[config.mk]
export PLATFORM = sky130hd
export DESIGN_NAME = zener_sweep_median_tester_unit
export DESIGN_NICKNAME = d
export VERILOG_FILES = /design/src/sv/zsmt_pkg.sv /design/src/sv/zsmt_ram.sv /design/src/sv/zener_sweep_median_tester_unit.sv
export VERILOG_INCLUDE_DIRS = /design/src /design/src/sv
export SDC_FILE = /design/constraint.sdc
export NUM_CORES = 1
export LEC_CHECK = 0
export BUFFER_PORTS_ARGS = -buffer_cell sky130_fd_sc_hd__buf_2
export CORE_MARGIN = 10
export CORE_UTILIZATION = 60
export CTS_BUF_LIST = sky130_fd_sc_hd__clkbuf_4
export DETAILED_ROUTE_END_ITERATION = 7
export MAX_ROUTING_LAYER = met4
export PLACE_DENSITY_LB_ADDON = 0.15
export SYNTH_ARGS = -nofsm -noshare
export SYNTH_HDL_FRONTEND = slang
export SYNTH_SLANG_ARGS = --single-unit
[constraint.sdc]
create_clock -name clk -period 6.26 [get_ports clk]
set_clock_uncertainty 0.05 [all_clocks]
set_input_delay 0.313 -clock clk [delete_from_list [all_inputs] [get_ports clk]]
set_output_delay 0.313 -clock clk [all_outputs]
set_load 0.02 [all_outputs]
[src/sv/assert_macros.svh]
// ---------------------------------------------------------------------------
// Assertion macros
// Shared concurrent assertion forms for the RTL in this folder.
// ---------------------------------------------------------------------------
`ifndef ASSERT_MACROS_SVH
`define ASSERT_MACROS_SVH

// same-cycle implication, disabled while reset is asserted
`define ASSERT_IMPLIES(label, clk, rst_n, ante, cons, msg) \
	label: assert property (@(posedge clk) disable iff (!rst_n) (ante) |-> (cons)) \
		else $error(msg);

// next-cycle implication, disabled while reset is asserted
`define ASSERT_NEXT(label, clk, rst_n, ante, cons, msg) \
	label: assert property (@(posedge clk) disable iff (!rst_n) (ante) |=> (cons)) \
		else $error(msg);

`endif

[src/sv/zsmt_pkg.sv]
// ---------------------------------------------------------------------------
// zsmt_pkg
// Types, codes and the control store of the zener sweep median tester.
// ---------------------------------------------------------------------------
`timescale 1ns / 1ps

package zsmt_pkg;

	// verdict / phase codes
	localparam logic [1:0] PH_IDLE = 2'd0;
	localparam logic [1:0] PH_TEST = 2'd1;
	localparam logic [1:0] PH_PASS = 2'd2;
	localparam logic [1:0] PH_FAIL = 2'd3;

	// configuration register indexes
	localparam logic REG_MEDIAN_LIMIT = 1'b0;
	localparam logic REG_STEP_MV      = 1'b1;

	localparam logic [11:0] LIMIT_RESET = 12'd4030;
	localparam logic [8:0]  STEP_RESET  = 9'd50;
	localparam logic [11:0] CODE_MAX    = 12'd4095;

	// command codes
	localparam logic CMD_PRESS  = 1'b0;
	localparam logic CMD_SAMPLE = 1'b1;

	// sequencer step addresses
	typedef logic [3:0] step_t;
	localparam step_t S_WAIT   = 4'd0;
	localparam step_t S_EXEC   = 4'd1;
	localparam step_t S_LOADI  = 4'd2;
	localparam step_t S_CAPI   = 4'd3;
	localparam step_t S_RDJ    = 4'd4;
	localparam step_t S_CMPJ   = 4'd5;
	localparam step_t S_CHKI   = 4'd6;
	localparam step_t S_DECIDE = 4'd7;
	localparam step_t S_MUL    = 4'd8;
	localparam step_t S_SAT    = 4'd9;
	localparam step_t S_EMIT   = 4'd10;

	// datapath operations
	typedef enum logic [3:0] {
		OP_NOP,
		OP_EXEC,
		OP_RD_I,
		OP_CAP_I,
		OP_RD_J,
		OP_CMP_J,
		OP_CHK_I,
		OP_DECIDE,
		OP_MUL,
		OP_SAT,
		OP_EMIT
	} op_t;

	// jump conditions
	typedef enum logic [2:0] {
		C_NONE,
		C_ACCEPT,
		C_NO_GROUP,
		C_J_MORE,
		C_NOT_FOUND,
		C_NO_RISE,
		C_OUT_FREE
	} cond_t;

	// one control word: jump to target when cond holds, else hold or advance
	typedef struct packed {
		op_t   op;
		cond_t cond;
		logic  stay;
		step_t target;
	} ctl_t;

	// control store
	function automatic ctl_t ucode_rom(input step_t step);
		ctl_t w;
		unique case (step)
			S_WAIT:   w = '{op: OP_NOP,    cond: C_ACCEPT,    stay: 1'b1, target: S_EXEC};
			S_EXEC:   w = '{op: OP_EXEC,   cond: C_NO_GROUP,  stay: 1'b0, target: S_EMIT};
			S_LOADI:  w = '{op: OP_RD_I,   cond: C_NONE,      stay: 1'b0, target: S_WAIT};
			S_CAPI:   w = '{op: OP_CAP_I,  cond: C_NONE,      stay: 1'b0, target: S_WAIT};
			S_RDJ:    w = '{op: OP_RD_J,   cond: C_NONE,      stay: 1'b0, target: S_WAIT};
			S_CMPJ:   w = '{op: OP_CMP_J,  cond: C_J_MORE,    stay: 1'b0, target: S_RDJ};
			S_CHKI:   w = '{op: OP_CHK_I,  cond: C_NOT_FOUND, stay: 1'b0, target: S_LOADI};
			S_DECIDE: w = '{op: OP_DECIDE, cond: C_NO_RISE,   stay: 1'b0, target: S_EMIT};
			S_MUL:    w = '{op: OP_MUL,    cond: C_NONE,      stay: 1'b0, target: S_WAIT};
			S_SAT:    w = '{op: OP_SAT,    cond: C_NONE,      stay: 1'b0, target: S_WAIT};
			S_EMIT:   w = '{op: OP_EMIT,   cond: C_OUT_FREE,  stay: 1'b1, target: S_WAIT};
			default:  w = '{op: OP_NOP,    cond: C_NONE,      stay: 1'b0, target: S_WAIT};
		endcase
		return w;
	endfunction

endpackage

[src/sv/zsmt_ram.sv]
// ---------------------------------------------------------------------------
// zsmt_ram
// Generic single-write, single-read RAM with registered read data.
// ---------------------------------------------------------------------------
`timescale 1ns / 1ps

module zsmt_ram #(
	parameter int WIDTH = 12,
	parameter int DEPTH = 10
) (
	input  logic                     clk,
	input  logic                     we,
	input  logic [$clog2(DEPTH)-1:0] waddr,
	input  logic [WIDTH-1:0]         wdata,
	input  logic [$clog2(DEPTH)-1:0] raddr,
	output logic [WIDTH-1:0]         rdata
);

	logic [WIDTH-1:0] mem [DEPTH];

	// write port and registered read port
	always_ff @(posedge clk) begin
		if (we) begin
			mem[waddr] <= wdata;
		end
		rdata <= mem[raddr];
	end

endmodule

[src/sv/zener_sweep_median_tester_unit.sv]
// ---------------------------------------------------------------------------
// zener_sweep_median_tester_unit
// Zener diode voltage sweep tester with per-level median filtering.
// ---------------------------------------------------------------------------
// A press while idle starts a sweep from 0 mV and asks for a conversion;
// each level gathers SAMPLES_PER_LEVEL samples, the sample of rank
// MEDIAN_RANK is the level's median, a median below median_limit moves the
// level up by step_millivolts until REF_MILLIVOLTS (pass), otherwise fail.
// A press while busy returns to idle. Every input transaction yields one
// result transaction. A small microcoded sequencer runs the block, one
// transaction at a time: a press, an ignored sample or a sample inside a
// group passes through the exec and emit steps, and emit holds until the
// result register is free. A sample that closes a group runs a rank search
// over the sample RAM through its single read port, for each of up to
// SAMPLES_PER_LEVEL candidates a load, a capture, a read and compare of
// every sample and a check, then a decide step, and when the level moves a
// DAC code recompute (a multiply by the reciprocal of REF_MILLIVOLTS, then
// a saturate), before the result is emitted.
// No clearing pass after reset; configuration writes take effect at once.
`timescale 1ns / 1ps
`include "assert_macros.svh"

module zener_sweep_median_tester_unit
	import zsmt_pkg::*;
#(
	parameter int SAMPLES_PER_LEVEL = 10,
	parameter int MEDIAN_RANK       = 4,
	parameter int REF_MILLIVOLTS    = 2500,
	parameter int DAC_FULL_SCALE    = 4096
) (
	input  logic        clk,
	input  logic        arst_n,
	// input channel
	input  logic        in_valid,
	output logic        in_ready,
	input  logic        command,
	input  logic [11:0] adc_sample,
	// result channel
	output logic        out_valid,
	input  logic        out_ready,
	output logic [11:0] dac_code,
	output logic        start_conversion,
	output logic [1:0]  verdict,
	output logic [11:0] sweep_step,
	output logic [11:0] median_value,
	output logic        group_done,
	// configuration
	input  logic        cfg_we,
	input  logic        cfg_idx,
	input  logic [11:0] cfg_wdata
);

	localparam int N       = SAMPLES_PER_LEVEL;
	localparam int AW      = $clog2(N);
	localparam int RANK    = (MEDIAN_RANK > N - 1) ? N - 1 : MEDIAN_RANK;
	// level*DAC_FULL_SCALE/REF_MILLIVOLTS as level*RECIP >> RK, exact for
	// every 12-bit level
	localparam int RK      = 12 + $clog2(REF_MILLIVOLTS);
	localparam int MW      = $clog2(DAC_FULL_SCALE) + 16;
	localparam int PRW     = 12 + MW;
	localparam int QW      = PRW - RK;

	localparam logic [63:0] RECIP = ((64'(DAC_FULL_SCALE) << RK) +
		64'(REF_MILLIVOLTS - 1)) / 64'(REF_MILLIVOLTS);

	localparam logic [AW-1:0] LAST_IDX  = AW'(N - 1);
	localparam logic [AW-1:0] RANK_IDX  = AW'(RANK);
	localparam logic [11:0]   REF_LVL   = 12'(REF_MILLIVOLTS);
	localparam logic [MW-1:0] RECIP_C   = RECIP[MW-1:0];
	localparam logic [QW-1:0] DAC_MAX_Q = QW'(CODE_MAX);

	// sequencer
	step_t step_q;
	step_t step_nxt;
	ctl_t  ctl;
	logic  cond_hit;

	// configuration registers
	logic [11:0] limit_q;
	logic [8:0]  step_mv_q;

	// architectural state
	logic [AW-1:0] count_q;
	logic [11:0]   level_q;
	logic [11:0]   index_q;
	logic [1:0]    phase_q;
	logic [11:0]   median_q;
	logic [11:0]   dac_q;
	logic          start_q;
	logic          done_q;

	// latched transaction
	logic          cmd_q;
	logic [11:0]   smp_q;

	// rank search datapath
	logic [AW-1:0] i_q;
	logic [AW-1:0] j_q;
	logic [AW-1:0] cnt_q;
	logic [11:0]   cand_q;
	logic [11:0]   ram_rdata;
	logic          ram_we;
	logic [AW-1:0] ram_raddr;
	logic          ranks_below;

	// DAC code datapath
	logic [PRW-1:0]  prod_q;
	logic [QW-1:0]   quot;

	// result register
	logic            out_valid_q;
	logic            out_free;
	logic [11:0]     out_dac_q;
	logic            out_start_q;
	logic [1:0]      out_verdict_q;
	logic [11:0]     out_step_q;
	logic [11:0]     out_median_q;
	logic            out_done_q;

	logic group_end;
	logic rise;
	logic accept;

	assign ctl       = ucode_rom(step_q);
	assign in_ready  = (step_q == S_WAIT);
	assign accept    = in_valid && in_ready;
	assign out_free  = !out_valid_q || out_ready;

	// a sample during test that fills the group
	assign group_end = (cmd_q == CMD_SAMPLE) && (phase_q == PH_TEST) && (count_q == LAST_IDX);
	assign rise      = (median_q < limit_q) && (level_q < REF_LVL);

	// stable-order rank contribution of sample j against the candidate
	assign ranks_below = (ram_rdata < cand_q) || ((ram_rdata == cand_q) && (j_q < i_q));

	// quotient of the reciprocal product
	assign quot = prod_q[PRW-1:RK];

	// jump condition select
	always_comb begin
		case (ctl.cond)
			C_NONE:      cond_hit = 1'b0;
			C_ACCEPT:    cond_hit = in_valid;
			C_NO_GROUP:  cond_hit = !group_end;
			C_J_MORE:    cond_hit = (j_q != LAST_IDX);
			C_NOT_FOUND: cond_hit = (cnt_q != RANK_IDX);
			C_NO_RISE:   cond_hit = !rise;
			C_OUT_FREE:  cond_hit = out_free;
			default:     cond_hit = 1'b0;
		endcase
	end

	// next step
	always_comb begin
		if (cond_hit) begin
			step_nxt = ctl.target;
		end else if (ctl.stay) begin
			step_nxt = step_q;
		end else begin
			step_nxt = step_q + step_t'(1);
		end
	end

	// sample store
	assign ram_we    = (ctl.op == OP_EXEC) && (cmd_q == CMD_SAMPLE) && (phase_q == PH_TEST);
	assign ram_raddr = (ctl.op == OP_RD_I) ? i_q : j_q;

	zsmt_ram #(
		.WIDTH(12),
		.DEPTH(N)
	) u_samples (
		.clk   (clk),
		.we    (ram_we),
		.waddr (count_q),
		.wdata (smp_q),
		.raddr (ram_raddr),
		.rdata (ram_rdata)
	);

	// control and architectural state
	always_ff @(posedge clk or negedge arst_n) begin
		if (!arst_n) begin
			step_q      <= S_WAIT;
			limit_q     <= LIMIT_RESET;
			step_mv_q   <= STEP_RESET;
			count_q     <= '0;
			level_q     <= '0;
			index_q     <= '0;
			phase_q     <= PH_IDLE;
			median_q    <= '0;
			dac_q       <= '0;
			start_q     <= 1'b0;
			done_q      <= 1'b0;
			out_valid_q <= 1'b0;
		end else begin
			step_q <= step_nxt;

			if (cfg_we) begin
				unique case (cfg_idx)
					REG_MEDIAN_LIMIT: limit_q   <= cfg_wdata;
					REG_STEP_MV:      step_mv_q <= cfg_wdata[8:0];
				endcase
			end

			// result valid: set on emit, cleared when taken
			if ((ctl.op == OP_EMIT) && out_free) begin
				out_valid_q <= 1'b1;
			end else if (out_valid_q && out_ready) begin
				out_valid_q <= 1'b0;
			end

			unique case (ctl.op)
				OP_EXEC: begin
					done_q <= 1'b0;
					if (cmd_q == CMD_PRESS) begin
						if (phase_q == PH_IDLE) begin
							count_q <= '0;
							index_q <= '0;
							level_q <= '0;
							dac_q   <= '0;
							phase_q <= PH_TEST;
							start_q <= 1'b1;
						end else begin
							phase_q <= PH_IDLE;
							start_q <= 1'b0;
						end
					end else if (phase_q == PH_TEST) begin
						if (count_q == LAST_IDX) begin
							count_q <= '0;
							start_q <= 1'b0;
						end else begin
							count_q <= count_q + AW'(1);
							start_q <= 1'b1;
						end
					end else begin
						start_q <= 1'b0;
					end
				end
				OP_CHK_I: begin
					if (cnt_q == RANK_IDX) begin
						median_q <= cand_q;
					end
				end
				OP_DECIDE: begin
					done_q <= 1'b1;
					if (median_q < limit_q) begin
						if (level_q < REF_LVL) begin
							if (index_q != CODE_MAX) begin
								index_q <= index_q + 12'd1;
							end
							level_q <= level_q + {3'd0, step_mv_q};
							start_q <= 1'b1;
						end else begin
							phase_q <= PH_PASS;
						end
					end else begin
						phase_q <= PH_FAIL;
					end
				end
				OP_SAT: begin
					dac_q <= (quot > DAC_MAX_Q) ? CODE_MAX : quot[11:0];
				end
				OP_NOP, OP_RD_I, OP_CAP_I, OP_RD_J, OP_CMP_J, OP_MUL, OP_EMIT: begin
				end
				default: begin
				end
			endcase
		end
	end

	// datapath registers
	always_ff @(posedge clk) begin
		if (accept) begin
			cmd_q <= command;
			smp_q <= adc_sample;
		end
		case (ctl.op)
			OP_EXEC: begin
				i_q <= '0;
			end
			OP_CAP_I: begin
				cand_q <= ram_rdata;
				cnt_q  <= '0;
				j_q    <= '0;
			end
			OP_CMP_J: begin
				if (ranks_below) begin
					cnt_q <= cnt_q + AW'(1);
				end
				j_q <= j_q + AW'(1);
			end
			OP_CHK_I: begin
				i_q <= i_q + AW'(1);
			end
			OP_MUL: begin
				prod_q <= PRW'(level_q) * PRW'(RECIP_C);
			end
			OP_EMIT: begin
				if (out_free) begin
					out_dac_q     <= dac_q;
					out_start_q   <= start_q;
					out_verdict_q <= phase_q;
					out_step_q    <= index_q;
					out_median_q  <= median_q;
					out_done_q    <= done_q;
				end
			end
			default: begin
			end
		endcase
	end

	assign out_valid        = out_valid_q;
	assign dac_code         = out_dac_q;
	assign start_conversion = out_start_q;
	assign verdict          = out_verdict_q;
	assign sweep_step       = out_step_q;
	assign median_value     = out_median_q;
	assign group_done       = out_done_q;

	// checks
	`ASSERT_NEXT(a_accept_exec, clk, arst_n, accept, step_q == S_EXEC, "accept did not enter exec")
	`ASSERT_IMPLIES(a_done_phase, clk, arst_n, out_valid && group_done, verdict != PH_IDLE, "group done while idle")
	`ASSERT_IMPLIES(a_start_test, clk, arst_n, out_valid && start_conversion, verdict == PH_TEST, "conversion request outside test")
	`ASSERT_NEXT(a_sat_emit, clk, arst_n, step_q == S_SAT, step_q == S_EMIT, "saturate not followed by emit")

endmodule
# Word-level counts from Yosys, hierarchy flattened
# Memories as Yosys holds them, arrays and structs flattened. A register that Yosys moved wholly into a read port is not among the register bits.
# Cells that the tools add are included.
# word_totals
elab_cells	145
reg_bits	196
ram_bits	120
rom_bits	192
inputBits	31
mem_count	2
out_inout_bits	42
# mem_list
name	words	word_bits	rd	rd_ports_with_merged_regs	write_ports	line_no	source
(name not given)	16	12	1	0	0	zsmt_pkg.sv:78	unique case (step)
u_samples.mem	10	12	1	1	1	zsmt_ram.sv:19	logic [WIDTH-1:0] mem [DEPTH];
# op_classes
n_bitwise	1
reduce_logical	33
eq_ne	31
n_addsub	7
magnitude_cmp	5
multipliers	1
muxes	40
# ops
op	n
$mux 12	8
$pmux 12 s2	3
$mul 12x25->37 const B	1
$mux 4	8
$lt 12x12->1	2
$pmux 4 s2	3
$add 4x1->4 const B	5
$eq 4x3->1 const B	4
$eq 4x4->1 const B	4
$gt 13x12->1 const B	1
$add 12x1->12 const B	1
$add 12x9->12	1
$eq 12x12->1	1
$lt 12x12->1 const B	1
$ne 12x12->1 const B	1
$reduce_and 3->1	4
$reduce_bool 2->1	6
$mux 1	11
$ne 2x2->1 const B	5
$reduce_and 2->1	5
$eq 3x3->1 const B	3
$logic_and 1x1->1	9
$eq 4x2->1 const B	2
$eq 3x2->1 const B	2
19 further kinds	27

# Logic depth before layout (Yosys ltp)
# depth
depth_word	6
mapped_depth	19
ltp_nobuf	18

# By module
# Synthesis repeated with hierarchy kept, for this count alone.
# unflattened
cells_unflattened	1433
hier_area_um2	17754.5
# modules_own_cells
mod	n_inst	area_each_um2	seq_area_each_um2	cells_per_inst
zener_sweep_median_tester_unit	1	12702.2	4770.8	1160
zsmt_ram	1	5052.3	3843.7	273

# Least setup slack after synthesis
# OpenSTA, ideal clock, no wires.
# synth_path
kind	flip-flop to flip-flop
startpoint	register step_q[0]
endpoint	register out_dac_q[0], in the netlist dac_code[0], enable pin
path_stages_with_launch	5
setup_time_ps	537
synth_period_minus_slack_ps	5457
n_path_buf	0
arrival_time_ps	4870
setup_slack_ps	803
required_ps	5673
cell_sequence	dfrtp_1 inv_1 ha_1 nand2_1 nor4_1
# synth_between
elab_chain_len	3
# synth_lines
element	line_no	source
start: declaration	zener_sweep_median_tester_unit.sv:73	step_t step_q;
start signal: assignment	zener_sweep_median_tester_unit.sv:196	step_q <= step_nxt;
$mem_v2 16x12	-	
$eq 4x4->1	zener_sweep_median_tester_unit.sv:277	case (ctl.op)
$reduce_and 2->1 (no line)	-	
end signal: assignment	zener_sweep_median_tester_unit.sv:300	out_dac_q <= dac_q;
end: declaration	zener_sweep_median_tester_unit.sv:113	logic [11:0] out_dac_q;
# No other way between the ends.
# A chain may end at the register's enable or synchronous reset.

# Worst setup path after layout
# layout_path
startpoint	register level_q[3]
endpoint	register prod_q[35], data pin
# layout_between
elab_chain_len	1
# layout_lines
element	line_no	source
start: declaration	zener_sweep_median_tester_unit.sv:84	logic [11:0] level_q;
start signal: assignment	zener_sweep_median_tester_unit.sv:251	level_q <= level_q + {3'd0, step_mv_q};
$mul 12x25->37	zener_sweep_median_tester_unit.sv:296	prod_q <= PRW'(level_q) * PRW'(RECIP_C);
end signal: assignment	zener_sweep_median_tester_unit.sv:296	
end: declaration	zener_sweep_median_tester_unit.sv:107	logic [PRW-1:0] prod_q;
# No other way between the ends.

==> run summary <==
Outcome -> completed
Number of iterations in the first detailed-routing pass -> 7
DRC viols -> 0
Arrival @ worst endpoint -> 6210 ps
Drt first-iter violations -> 867
Worst-Margin Slew -> 1067 ps
Initial antenna violation count -> 3
Post-DRT Antenna Nets -> 0
VDD IR max -> 0.0001980 V
Sequential-to-total area share from yosys stat -> 47.85%
DIE AREA -> 37340 um2
Routed WL per cell -> 19.30 um
GPL Wtd Cong -> 0.9340
#FFs+latches synth -> 304
RSZ-0062 raised after global routing -> false
Period minus WS final -> 5814 ps
Gr usage total -> 22.42%
Max FO, Critical Path -> 6
Post-Synthesis Net Count -> 1787
Via Count -> 11956
Max incr delay on CP -> 550 ps
Async S/R FF share, synth -> 26.97%
Final nets -> 1957
Synthesized area -> 18000 um2
Pleak -> 8.655 nW
Skew-Pair Late Insertion Delay -> 700 ps
Starting Density -> 60.75%
Final Slew Violations -> 0
Max clock buf depth -> 3
Number of enable flip-flop cells after synthesis -> 210
Max-cap violations -> 0
Top-area cell type share of the netlist area -> 35.02%
Crit-path slowest cell -> dfrtp_1
Die extent in y -> 193.2 um
CP top delay family -> adder cells
Fin crit share -> 92.87%
Final WL -> 40.90 mm
CTS Root Cell -> clkbuf_4
Fin Setup TNS -> 0 ps
Yosys warning total -> 0
DP Wirelength -> 30.46 mm
Worst Setup Start Kind -> flop
Largest net degree at the start of global routing -> 71
Slew HR -> 28.85%
Vias per inst -> 5.642
Gate Count Post-Synth -> 1498
Hold slack -> 69.16 ps
Clk sinks -> 304
Area grow syn2layout -> 11.94%
Clock-pin slew on the worst setup and hold paths -> 60 ps
Die width -> 193.2 um
Port Buf Inserts -> 72
Pwr Density -> 193.1 nW/um2
Setup CP Type -> reg2reg
Synth area leader -> edfxtp_1
Top_reg_cell synth -> edfxtp_1
RR Startpoint -> level_q[3]$_DFFE_PN0P_
Hold Path Class -> in2reg
Most flop-heavy register -> u_samples.mem
Share of cells above drive strength 1 -> 17.15%
Crit-path cells -> ha_1 -> fa_1 -> inv_1 -> fa_1 -> inv_1 -> fa_1 -> inv_1 -> fa_1 -> inv_1 -> ha_1 -> a21oi_1 -> and3_1 -> nor4bb_1 -> o21ai_0 -> buf_4 -> o22a_1 -> a21oi_1 -> xnor2_1
Post-synthesis average cell area -> 12.02 um2
Global route total overflow -> 0
Max H-tree Level -> 3
Final-report hold violation count -> 0
CP bufs+invs -> 5
# rows -> 63
I/O pin count -> 73
Post-synth cell types -> 87
Worst Setup End Kind -> flop
Vias in the first global route -> 12093
Min-delay src -> cfg_idx
Worst EP required -> 6650 ps
Max Fclk -> 172.0 MHz
Synth top area cells -> edfxtp_1 35%, fa_1 11%, ha_1 11%, dfrtp_1 9.6%, inv_1 4.8%
Core area -> 29640 um2
Top flop regs -> u_samples.mem: 120 flops, prod_q: 13 flops
Global-route wire length before repair -> 66.11 mm
CTS Buf Count -> 78
Worst Setup SP -> level_q[3]$_DFFE_PN0P_
CTS tree -> built
Max reg flops -> 120
Final setup violation count -> 0
## cell usage in the layout, fill, tap and decap left out, types with 45 or more instances in the layout
cell type / instances
edfxtp_1: 210
fa_1: 100
nand2_1: 119
nor2_1: 83
buf_2: 71
a21oi_1: 75
clkbuf_4: 115
ha_1: 158
inv_1: 228
o21ai_0: 45
dfrtp_1: 69
## timing repair
action	in CTS	in global routing
buffers inserted	0	0
hold buffers	28	0
endpoints found under the hold margin	103	0
gates resized for setup	0	0
## synthesized netlist by cell type, types with 6 or more instances
library cell and number:
buf_2 10, fa_1 100, a211oi_1 14, o211ai_1 10
inv_1 228, o21ai_0 45, dfxtp_1 12, a21oi_1 75
dfrtp_1 69, a31oi_1 6, dfstp_2 13, nand3_1 39
mux4_1 7, a32o_1 10, clkbuf_1 19, xor2_1 12
ha_1 158, nand2_1 119, nor2_1 84, nand2b_1 14
a311oi_1 10, nor2b_1 7, xnor2_1 29, o21a_1 8
nor3_1 16, and3_1 7, nand3b_1 6, a21o_1 15
mux2i_1 14, o31ai_1 7, edfxtp_1 210, mux2_2 25
## per-stage QoR
step / setup slack, ps / util [%] / power (mW) / std cells / area [um2]
2_1_floorplan: 802.7 / - / 2.254 / 1498 / 18000
3_3_place_gp: 572.7 / 63.77 / 2.294 / 1950 / 18900
3_5_place_dp: 533.1 / 63.77 / 2.297 / 1950 / 18900
4_1_cts: 504.0 / 67.98 / 3.930 / 2116 / 20150
5_1_grt: 185.4 / 68.00 / 4.060 / 2119 / 20150
6_report: 446.1 / 68.00 / 3.893 / 2119 / 20150
## final cells by class
class                           instances  area (um2)
Antenna cell                            3       7.507
Clock buffer                          115       863.3
Clock inverter                         23       103.9
Fill cell                            2231        9484
Inverter                              229       859.6
Multi-Input combinational cell        929        8379
Sequential cell                       304        8615
Tap cell                              390       488.0
Timing Repair Buffer                  126       838.3
## metal layers
metal	part of all wire (%)	wire length, um	global-route usage [%]	vias up
met5	0	0	-	-
met4	1.6	664	5.980	0
met3	6.9	2810	4.495	60
met2	46	18830	33.27	415
met1	45	18590	31.03	5866
li1	-	-	-	5615
## where the power goes
group / internal, mW / switching (mW) / total (mW)
Clock: 0.845 / 0.778 / 1.62
Combinational: 0.0467 / 0.0509 / 0.0976
Sequential: 2.16 / 0.0150 / 2.17
Total: 3.05 / 0.844 / 3.89
## cells by family (layout without fill, tap and decap cells)
group	Yosys count	in the layout	synth area share, %
flops	304	304	47.85
other cells	0	3	0
xor+xnor	41	41	1.994
simple gates	339	339	9.090
mux	53	53	4.239
fa+ha+maj	258	258	22.10
buf+inv	265	493	5.782
compound gates	238	238	8.951
## worst paths after layout
kind	endpoint	slack, ps	cells after the start
min	limit_q[2]$_DFFE_PN1P_	70	5
min reg2reg	cand_q[6]$_DFFE_PP_	380	0
max	prod_q[35]$_DFFE_PN_	450	18
max in group asynchronous	dac_q[11]$_DFFE_PN0P_	5170	3
max reg2reg	prod_q[35]$_DFFE_PN_	450	18
min in group asynchronous	index_q[9]$_DFFE_PN0P_	350	3
## worst min-delay path: stages
cell	delay, ps
buf_2	90
nor2b_1	50
buf_4	190
nand2_1	80
o21ai_0	70
No activity file was read; power rests on OpenSTA's default activity.
